**src/design/atdi_pkg.sv**
```systemverilog
`timescale 1ns / 1ps
// ----------------------------------------------------------------------------
// atdi_pkg: shared types and constants for the density table interpolator
// Opcodes, status codes, controller states, command and status bundles, and
// the exp2 mantissa constant table built at elaboration.
// ----------------------------------------------------------------------------
package atdi_pkg;

   localparam int TABLE_DEPTH = 64;
   localparam int ADDR_W      = $clog2(TABLE_DEPTH);
   localparam int ROW_W       = $clog2(TABLE_DEPTH + 1);
   localparam int LOG_FRAC    = 24;

   localparam logic [31:0] GAS_SCALE   = 32'd788216919;   // 1e5 / R, Q16.16
   localparam logic [31:0] MOLAR_RESET = 32'd124425203;   // 0.02897, Q0.32

   typedef enum logic [1:0] {
      OP_CLEAR  = 2'd0,
      OP_APPEND = 2'd1,
      OP_QUERY  = 2'd2
   } opcode_type;

   typedef enum logic [1:0] {
      ST_OK    = 2'd0,
      ST_RANGE = 2'd1,
      ST_PZERO = 2'd2,
      ST_TZERO = 2'd3
   } status_type;

   typedef enum logic [4:0] {
      DP_IDLE, DP_TAKE, DP_READ, DP_CMP, DP_FDIV,
      DP_LOG_LD, DP_LOG_NORM, DP_LOG_MI, DP_LOG_SQ, DP_LOG_ST,
      DP_MIX_MUL, DP_MIX_ADD, DP_EXP_INIT, DP_EXP_STEP, DP_EXP_FIN,
      DP_MUL_INIT, DP_MUL_STEP, DP_MUL_NEXT, DP_DIV_INIT, DP_DIV_STEP,
      DP_EMIT
   } dp_op_type;

   typedef enum logic [4:0] {
      C_IDLE, C_RD, C_CMP, C_FDIV,
      C_LOG_LD, C_LOG_NORM, C_LOG_MI, C_LOG_SQ, C_LOG_ST,
      C_MIX_MUL, C_MIX_ADD, C_EXP_INIT, C_EXP_STEP, C_EXP_FIN,
      C_DENS, C_MUL1, C_MUL_NEXT, C_MUL2, C_DIV_INIT, C_DIV, C_FIN
   } ctl_state_type;

   typedef struct packed {
      dp_op_type  op;
      logic       sel;    // log pass: 0 lower row, 1 upper row
      logic [5:0] step;
      status_type code;
   } cmd_type;

   typedef struct packed {
      logic row_end;
      logic match;
      logic brk;
      logic pzero;
      logic f_special;
      logic norm_done;
      logic t_zero;
      logic div_sat;
      logic rsp_busy;
   } stat_type;

   typedef logic [30:0] exp_tab_type [LOG_FRAC];

   function automatic logic [63:0] isqrt64(input logic [63:0] xin);
      logic [63:0] x;
      logic [63:0] res;
      logic [63:0] bitv;
      begin
         x    = xin;
         res  = '0;
         bitv = 64'h4000_0000_0000_0000;
         for (int i = 0; i < 32; i++) begin
            if (bitv > x) bitv = bitv >> 2;
         end
         for (int i = 0; i < 32; i++) begin
            if (bitv != 0) begin
               if (x >= res + bitv) begin
                  x   = x - (res + bitv);
                  res = (res >> 1) + bitv;
               end else begin
                  res = res >> 1;
               end
               bitv = bitv >> 2;
            end
         end
         return res;
      end
   endfunction

   // 2^(2^-k), k = 1..24, Q1.30, by chained truncating square roots
   function automatic exp_tab_type exp_tab_build();
      exp_tab_type tab;
      logic [63:0] c;
      begin
         c = 64'd1 << 31;
         for (int k = 0; k < LOG_FRAC; k++) begin
            c      = isqrt64(c << 30);
            tab[k] = c[30:0];
         end
         return tab;
      end
   endfunction

   localparam exp_tab_type EXP_TAB = exp_tab_build();

endpackage

```
**src/design/atdi_ctrl.sv**
```systemverilog
`timescale 1ns / 1ps
// ----------------------------------------------------------------------------
// atdi_ctrl: sequencing state machine
// Walks the rows, steps the log, exp, multiply and divide iterations and
// hands the result to the response register.
// ----------------------------------------------------------------------------
module atdi_ctrl (
   input  logic                  clock,
   input  logic                  reset,
   input  logic                  req_valid,
   input  logic [1:0]            req_opcode,
   output logic                  req_ready,
   input  atdi_pkg::stat_type    stat,
   output atdi_pkg::cmd_type     cmd
);

   atdi_pkg::ctl_state_type state_ff, state_in;
   logic [5:0]           cnt_ff, cnt_in;
   logic                 sel_ff, sel_in;
   atdi_pkg::status_type code_ff, code_in;

   always_ff @(posedge clock) begin
      if (reset) begin
         state_ff <= atdi_pkg::C_IDLE;
         cnt_ff   <= '0;
         sel_ff   <= 1'b0;
         code_ff  <= atdi_pkg::ST_OK;
      end else begin
         state_ff <= state_in;
         cnt_ff   <= cnt_in;
         sel_ff   <= sel_in;
         code_ff  <= code_in;
      end
   end

   // next state
   always_comb begin
      state_in = state_ff;
      cnt_in   = cnt_ff + 1'b1;
      sel_in   = sel_ff;
      code_in  = code_ff;
      case (state_ff)
         atdi_pkg::C_IDLE: begin
            if (req_valid && req_opcode == atdi_pkg::OP_QUERY) state_in = atdi_pkg::C_RD;
         end
         atdi_pkg::C_RD: begin
            if (stat.row_end) begin
               code_in  = atdi_pkg::ST_RANGE;
               state_in = atdi_pkg::C_FIN;
            end else begin
               state_in = atdi_pkg::C_CMP;
            end
         end
         atdi_pkg::C_CMP: begin
            sel_in = 1'b0;
            cnt_in = '0;
            if (stat.match) begin
               state_in = atdi_pkg::C_DENS;
            end else if (stat.brk) begin
               if (stat.pzero) begin
                  code_in  = atdi_pkg::ST_PZERO;
                  state_in = atdi_pkg::C_FIN;
               end else if (stat.f_special) begin
                  state_in = atdi_pkg::C_LOG_LD;
               end else begin
                  state_in = atdi_pkg::C_FDIV;
               end
            end else begin
               state_in = atdi_pkg::C_RD;
            end
         end
         atdi_pkg::C_FDIV:     if (cnt_ff == 6'd31) state_in = atdi_pkg::C_LOG_LD;
         atdi_pkg::C_LOG_LD:   state_in = atdi_pkg::C_LOG_NORM;
         atdi_pkg::C_LOG_NORM: if (stat.norm_done) state_in = atdi_pkg::C_LOG_MI;
         atdi_pkg::C_LOG_MI: begin
            cnt_in   = '0;
            state_in = atdi_pkg::C_LOG_SQ;
         end
         atdi_pkg::C_LOG_SQ: begin
            if (cnt_ff == 6'(atdi_pkg::LOG_FRAC - 1)) state_in = atdi_pkg::C_LOG_ST;
         end
         atdi_pkg::C_LOG_ST: begin
            if (!sel_ff) begin
               sel_in   = 1'b1;
               state_in = atdi_pkg::C_LOG_LD;
            end else begin
               state_in = atdi_pkg::C_MIX_MUL;
            end
         end
         atdi_pkg::C_MIX_MUL: state_in = atdi_pkg::C_MIX_ADD;
         atdi_pkg::C_MIX_ADD: state_in = atdi_pkg::C_EXP_INIT;
         atdi_pkg::C_EXP_INIT: begin
            cnt_in   = '0;
            state_in = atdi_pkg::C_EXP_STEP;
         end
         atdi_pkg::C_EXP_STEP: begin
            if (cnt_ff == 6'(atdi_pkg::LOG_FRAC - 1)) state_in = atdi_pkg::C_EXP_FIN;
         end
         atdi_pkg::C_EXP_FIN: state_in = atdi_pkg::C_DENS;
         atdi_pkg::C_DENS: begin
            cnt_in = '0;
            if (stat.t_zero) begin
               code_in  = atdi_pkg::ST_TZERO;
               state_in = atdi_pkg::C_FIN;
            end else begin
               code_in  = atdi_pkg::ST_OK;
               state_in = atdi_pkg::C_MUL1;
            end
         end
         atdi_pkg::C_MUL1:     if (cnt_ff == 6'd2) state_in = atdi_pkg::C_MUL_NEXT;
         atdi_pkg::C_MUL_NEXT: begin
            cnt_in   = '0;
            state_in = atdi_pkg::C_MUL2;
         end
         atdi_pkg::C_MUL2:     if (cnt_ff == 6'd2) state_in = atdi_pkg::C_DIV_INIT;
         atdi_pkg::C_DIV_INIT: begin
            cnt_in   = '0;
            state_in = stat.div_sat ? atdi_pkg::C_FIN : atdi_pkg::C_DIV;
         end
         atdi_pkg::C_DIV:      if (cnt_ff == 6'd47) state_in = atdi_pkg::C_FIN;
         atdi_pkg::C_FIN:      if (!stat.rsp_busy) state_in = atdi_pkg::C_IDLE;
         default:              state_in = atdi_pkg::C_IDLE;
      endcase
   end

   // outputs
   always_comb begin
      req_ready = 1'b0;
      cmd.op    = atdi_pkg::DP_IDLE;
      cmd.sel   = sel_ff;
      cmd.step  = cnt_ff;
      cmd.code  = code_ff;
      case (state_ff)
         atdi_pkg::C_IDLE: begin
            req_ready = 1'b1;
            if (req_valid) cmd.op = atdi_pkg::DP_TAKE;
         end
         atdi_pkg::C_RD:       cmd.op = atdi_pkg::DP_READ;
         atdi_pkg::C_CMP:      cmd.op = atdi_pkg::DP_CMP;
         atdi_pkg::C_FDIV:     cmd.op = atdi_pkg::DP_FDIV;
         atdi_pkg::C_LOG_LD:   cmd.op = atdi_pkg::DP_LOG_LD;
         atdi_pkg::C_LOG_NORM: cmd.op = atdi_pkg::DP_LOG_NORM;
         atdi_pkg::C_LOG_MI:   cmd.op = atdi_pkg::DP_LOG_MI;
         atdi_pkg::C_LOG_SQ:   cmd.op = atdi_pkg::DP_LOG_SQ;
         atdi_pkg::C_LOG_ST:   cmd.op = atdi_pkg::DP_LOG_ST;
         atdi_pkg::C_MIX_MUL:  cmd.op = atdi_pkg::DP_MIX_MUL;
         atdi_pkg::C_MIX_ADD:  cmd.op = atdi_pkg::DP_MIX_ADD;
         atdi_pkg::C_EXP_INIT: cmd.op = atdi_pkg::DP_EXP_INIT;
         atdi_pkg::C_EXP_STEP: cmd.op = atdi_pkg::DP_EXP_STEP;
         atdi_pkg::C_EXP_FIN:  cmd.op = atdi_pkg::DP_EXP_FIN;
         atdi_pkg::C_DENS:     cmd.op = atdi_pkg::DP_MUL_INIT;
         atdi_pkg::C_MUL1:     cmd.op = atdi_pkg::DP_MUL_STEP;
         atdi_pkg::C_MUL_NEXT: cmd.op = atdi_pkg::DP_MUL_NEXT;
         atdi_pkg::C_MUL2:     cmd.op = atdi_pkg::DP_MUL_STEP;
         atdi_pkg::C_DIV_INIT: cmd.op = atdi_pkg::DP_DIV_INIT;
         atdi_pkg::C_DIV:      cmd.op = atdi_pkg::DP_DIV_STEP;
         atdi_pkg::C_FIN: begin
            if (!stat.rsp_busy) cmd.op = atdi_pkg::DP_EMIT;
         end
         default: ;
      endcase
   end

endmodule

```
**config.mk**
```make
export PLATFORM = sky130hd
export DESIGN_NAME = atdi_ctrl
export DESIGN_NICKNAME = d
export VERILOG_FILES = /design/src/design/atdi_pkg.sv /design/src/design/atdi_ctrl.sv
export SDC_FILE = /design/constraint.sdc
export NUM_CORES = 1
export LEC_CHECK = 0
export ABC_AREA = 0
export BUFFER_PORTS_ARGS = -buffer_cell sky130_fd_sc_hd__buf_4
export CELL_PAD_IN_SITES_DETAIL_PLACEMENT = 0
export CELL_PAD_IN_SITES_GLOBAL_PLACEMENT = 1
export CORE_ASPECT_RATIO = 1.5
export CORE_MARGIN = 8
export CORE_UTILIZATION = 42
export CTS_CLUSTER_DIAMETER = 100
export CTS_CLUSTER_SIZE = 16
export DETAILED_ROUTE_END_ITERATION = 7
export GPL_ROUTABILITY_DRIVEN = 0
export PLACE_DENSITY_LB_ADDON = 0.1
export SYNTH_ARGS = -nofsm -noshare
export SYNTH_HDL_FRONTEND = slang
export SYNTH_SLANG_ARGS = --single-unit
```
**constraint.sdc**
```tcl
create_clock -name clock -period 5.4 [get_ports clock]
set_clock_uncertainty 0.15 [all_clocks]
set_input_delay 1.08 -clock clock [delete_from_list [all_inputs] [get_ports clock]]
set_output_delay 1.08 -clock clock [all_outputs]
set_load 0.1 [all_outputs]
```
# Yosys cells after proc, flatten, opt, wreduce, memory -nomap -nowiden
# Index checks and enable logic that the tools add are counted.
word_totals:
  register_bits: 14
  in_bits: 14
  output_inout_bits: 15
classes:
  n_addsub: 1
  n_eq_ne: 38
  muxes: 29
  n_reduce_logical: 8
ops:
  columns: ["cell", "n"]
  rows:
  - ["5-bit case mux with 21 select lines", 1]
  - ["5-bit case mux with 20 select lines", 1]
  - ["5-bit 2-to-1 mux", 15]
  - ["5-bit by 4-bit equality test with 1-bit output, second input constant", 8]
  - ["2-bit != test, second input constant", 13]
  - ["5-bit equality test, second input constant", 5]
  - ["5-bit by 3-bit equality test with 1-bit output, second input constant", 4]
  - ["6-bit by 5-bit equality test with 1-bit output, second input constant", 2]
  - ["5-bit by 2-bit equality test with 1-bit output, second input constant", 2]
  - ["2-bit 2-to-1 mux", 5]
  - ["9-bit AND reduction", 1]
  - ["7-bit OR reduction", 1]
  - ["6-bit by 1-bit adder with 6-bit output, second input constant", 1]
  - ["6-bit by 2-bit equality test with 1-bit output, second input constant", 1]
  - ["6-bit equality test, second input constant", 1]
  - ["3-bit 2-to-1 mux", 2]
  - ["2-bit case mux with 3 select lines", 1]
  - ["5-bit by 1-bit equality test with 1-bit output, second input constant", 1]
  - ["5-bit logical NOT", 1]
  - ["5-bit AND reduction", 1]
  - ["4-bit 2-to-1 mux", 1]
  - ["3-bit nonzero test", 1]
  - ["2-bit equality test, second input constant", 1]
  - ["1-bit 2-to-1 mux", 2]
  - ["4 further kinds", 4]

# Longest topological paths before layout
logic_depth:
  depth_word: 5
  mapped_depth: 7
  mapped_depth_nobuf: 6

# Least setup slack after synthesis
# No wires, ideal clock.
synth_path:
  path_type: "register -> output"
  startpoint: "register state_ff[0]"
  endpoint: "output cmd[9] (netlist bit)"
  arrival_ps: 3386
  required_time_ps: 4170
  slack_ps: 784
  stages_incl_launch_ff: 6
  n_path_buf: 3
  path_cell_list: "dfxtp_1 > buf_2 > clkbuf_1 > buf_2 > o21ai_0 > a221oi_1"
synth_lines:
  columns: ["item", "line", "source"]
  rows:
  - ["start, declared", "atdi_ctrl.sv:17", "atdi_pkg::ctl_state_type state_ff, state_in;"]
  - ["start signal, assigned", "atdi_ctrl.sv:24", "state_ff <= atdi_pkg::C_IDLE;"]
  - ["start signal, assigned", "atdi_ctrl.sv:29", "state_ff <= state_in;"]
  - ["end, declared", "atdi_ctrl.sv:14", "output atdi_pkg::cmd_type cmd"]

==> Implementation_results.wiki <==
{| class="wikitable"
! Metric !! Value
|-
| Final number of max-transition violations || 0
|-
| Total via count in the routed design || 1,458
|-
| Clock sinks || 14
|-
| ANT nets after route || 0
|-
| Clock insertion delay at the later pin of the skew report || 250 ps
|-
| Iteration-0 DRC count of the detailed router || 59
|-
| Portion of the post-synthesis area used by sequential elements || 20.7%
|-
| Transition time of the tightest slew-check pin || 1060 ps
|-
| Root Driver || sky130_fd_sc_hd__clkbuf_8
|-
| Clk slew on worst S/H paths || 60 ps
|-
| Full die area || 5330 µm²
|-
| Total number of H-tree levels || 1
|-
| Asr flop ratio synth || 0%
|-
| Minimum clock period || 3390 ps
|-
| Placed wire-length estimate || 2.85 mm
|-
| Post-Place Setup Slack || 2160 ps
|-
| Leakage || 0.603 nW
|-
| Total negative slack || 0 ps
|-
| Vias per std cell || 6.05
|-
| Startpoint types || flop
|-
| Final setup vio count || 0
|-
| Highest cell delay on the worst timing path || 910 ps
|-
| Aggregate routed wire length || 4.02 mm
|-
| Maximum fanout along the worst path || 25
|-
| Pwr Density || 537 nW/µm²
|-
| Most common flop cell mapped by yosys || sky130_fd_sc_hd__dfxtp_1
|-
| Hold Path Cell Cnt || 2
|-
| Worst IR drop on VDD || 0.307 mV
|-
| Wire length of the first global-routing pass || 6.58 mm
|-
| CTS tree || done
|-
| Slowest CP cell || sky130_fd_sc_hd__dfxtp_1
|-
| Register-to-Register Setup Slack || 2740 ps
|-
| Netlist cell types || 54
|-
| Min-Delay Path Class || flop to flop
|-
| Fraction of synthesized cell area taken by the top area cell type || 20.7%
|-
| Cell type group with the largest total delay on the critical path || flip-flops
|-
| Count of instances resized after the clock tree is built || 0
|-
| Fill cell total of the finished layout || 320
|-
| Sequential cell area || 280 µm²
|-
| Area of the placeable core || 3130 µm²
|-
| Crit path capture type || primary output
|-
| Result of the run || finished, final reports clean
|-
| # hold bufs at CTS || 0
|-
| Area growth from synthesis to layout || 17.8%
|-
| Detailed-routing iteration count for the pre-antenna-repair pass || 4
|-
| Nets in the synthesized netlist || 200
|-
| Nets@finish || 218
|-
| CP bufs+invs || 1
|-
| Via count of the first global-routing pass || 1,395
|-
| Count of final hold-check violations || 0
|-
| Number of antenna violations at the first check in global routing || 0
|-
| Die Wd || 62.3 µm
|-
| Gate count after technology mapping || 184
|-
| Most frequent cells in the layout || 29 x sky130_fd_sc_hd__buf_4, 20 x sky130_fd_sc_hd__nor2_1, 14 x sky130_fd_sc_hd__a21oi_1, 14 x sky130_fd_sc_hd__dfxtp_1, 12 x sky130_fd_sc_hd__o21ai_0
|-
| Initial cell density of the core || 43.2%
|-
| Data required, critical path || 4170 ps
|-
| Unrepaired setup endpoints after global routing || false
|-
| Number of synthesized flops with an enable pin || 0
|-
| Share of cells above drive strength 1 || 21.4%
|-
| # IOs || 29
|-
| Avg Inst Size Synth || 7.34 µm²
|-
| Final worst path period share || 62.8%
|-
| Worst slew margin || 29.4%
|-
| Setup CP Type || flop to primary output
|-
| Post-detailed-route DRC marker count || 0
|-
| Maximum number of pins on one net before global-route repair || 32
|-
| Number of buffers inserted by port buffering || 28
|-
| Number of buffers inserted during clock tree synthesis || 3
|-
| Overall overflow remaining after global route || 0
|-
| Post-synth design cell area || 1350 µm²
|-
| Largest cells by area after synthesis || sky130_fd_sc_hd__dfxtp_1 21%, sky130_fd_sc_hd__nor2_1 5.6%, sky130_fd_sc_hd__a21oi_1 5.2%
|-
| Number of maximum-capacitance violations || 0
|-
| Top cell type by total area after synthesis || sky130_fd_sc_hd__dfxtp_1
|-
| WP data arrival || 2160 ps
|-
| Number of buffers inserted to repair setup after CTS || 0
|-
| Tot GR Track Use || 14.5%
|-
| Crit path setup slack, layout || 2010 ps
|-
| Synth Register Bits || 14
|-
| Chip height || 85.5 µm
|-
| CP cell instances || and2b_1 > nand4_1 > nand2_1 > buf_4
|-
| Depth of the most critical reg-to-reg path || 5
|-
| Clk buf depth || 2
|-
| Total Power || 0.000854 W
|-
| Std-Cell Rows || 25
|-
| Antenna cells || 0
|-
| Peak clock frequency supported by timing || 0.295 GHz
|-
| Area taken by multi-input logic gates || 970 µm²
|-
| Wire length per cell after detailed routing || 16.7 µm
|-
| Leading cell type in the layout, fill and taps excluded || sky130_fd_sc_hd__buf_4
|-
| Ys Warns || 0
|-
| Crit. path cell count || 4
|}
[power breakdown]
part,leakage (nW),switching [W],internal [W]
registers,0.114,0.0000706,0.000124
clock network,0.0288,0.0000408,0.0000647
logic,0.460,0.000390,0.000164
total,0.603,0.000502,0.000353
[cells by family after synthesis]
family / Yosys count / synth area share (%)
AOI/OAI and AO/OA: 57 / 28.9
xor gates and xnor gates: 7 / 4.54
adders and majority gates: 2 / 1.85
buffers and inverters: 21 / 7.50
DFF: 14 / 20.7
muxes: 2 / 1.67
and+or+nand+nor: 81 / 34.8
[tightest hold or removal path: cells and delay by family, from the launching register on]
kind               cells  cell delay (ps)
and+or+nand+nor        1               50
AOI/OAI and AO/OA      1               50
DFF                    1              310
[final timing paths]
kind	from	endpoint
worst max-delay path	state_ff[2]	cmd[13]
worst min-delay path	code_ff[1]	code_ff[1]
worst max register to register	state_ff[1]	state_ff[4]
worst min register to register	code_ff[1]	code_ff[1]
[final cells by class]
| type | instances | share of cell area [%] |
|---|---|---|
| inverters | 5 | 1.18 |
| clock buffers | 4 | 3.46 |
| multi-input cells | 149 | 60.9 |
| well taps | 40 | 3.14 |
| flip-flops and latches | 14 | 17.6 |
| repair buffers | 29 | 13.7 |
[through the flow]
stage                     utilization [%]  cell area (µm²)  hold WS (ps)  std cells
after floorplan                         -             1350           330        184
after global placement               49.1             1540           295        237
after detailed placement             49.1             1540           301        237
after CTS                            50.9             1590           310        241
after global routing                 50.9             1590           339        241
final                                50.9             1590           307        241
[cell usage after synthesis (3+ instances only)]
| master | number |
|---|---|
| sky130_fd_sc_hd__a21oi_1 | 14 |
| sky130_fd_sc_hd__a31oi_1 | 4 |
| sky130_fd_sc_hd__and2_1 | 3 |
| sky130_fd_sc_hd__and3_1 | 3 |
| sky130_fd_sc_hd__and3b_1 | 4 |
| sky130_fd_sc_hd__buf_2 | 12 |
| sky130_fd_sc_hd__dfxtp_1 | 14 |
| sky130_fd_sc_hd__inv_1 | 3 |
| sky130_fd_sc_hd__nand2_1 | 10 |
| sky130_fd_sc_hd__nand2b_1 | 3 |
| sky130_fd_sc_hd__nand3_1 | 4 |
| sky130_fd_sc_hd__nand3b_1 | 5 |
| sky130_fd_sc_hd__nand4_1 | 4 |
| sky130_fd_sc_hd__nor2_1 | 20 |
| sky130_fd_sc_hd__nor2b_1 | 6 |
| sky130_fd_sc_hd__nor3_1 | 3 |
| sky130_fd_sc_hd__nor3b_1 | 3 |
| sky130_fd_sc_hd__nor4_1 | 3 |
| sky130_fd_sc_hd__o21ai_0 | 12 |
| sky130_fd_sc_hd__o31ai_1 | 4 |
| sky130_fd_sc_hd__xnor2_1 | 3 |
| sky130_fd_sc_hd__xor2_1 | 4 |
[registers in the layout, summed over array words and instances, names as in the netlist]
signal	count
code_ff	2
sel_ff	1
state_ff	5
cnt_ff	6
[metal layers]
layer	part of all wire [%]	wire length, µm	up-vias	track usage, %
met4	2.1	85	0	5.42
met3	5.3	211	8	3.03
met1	42	1680	685	16.1
li1	-	-	712	-
met2	51	2040	53	26.3
met5	0	0	-	0
Power figures use the tool's default switching activity.
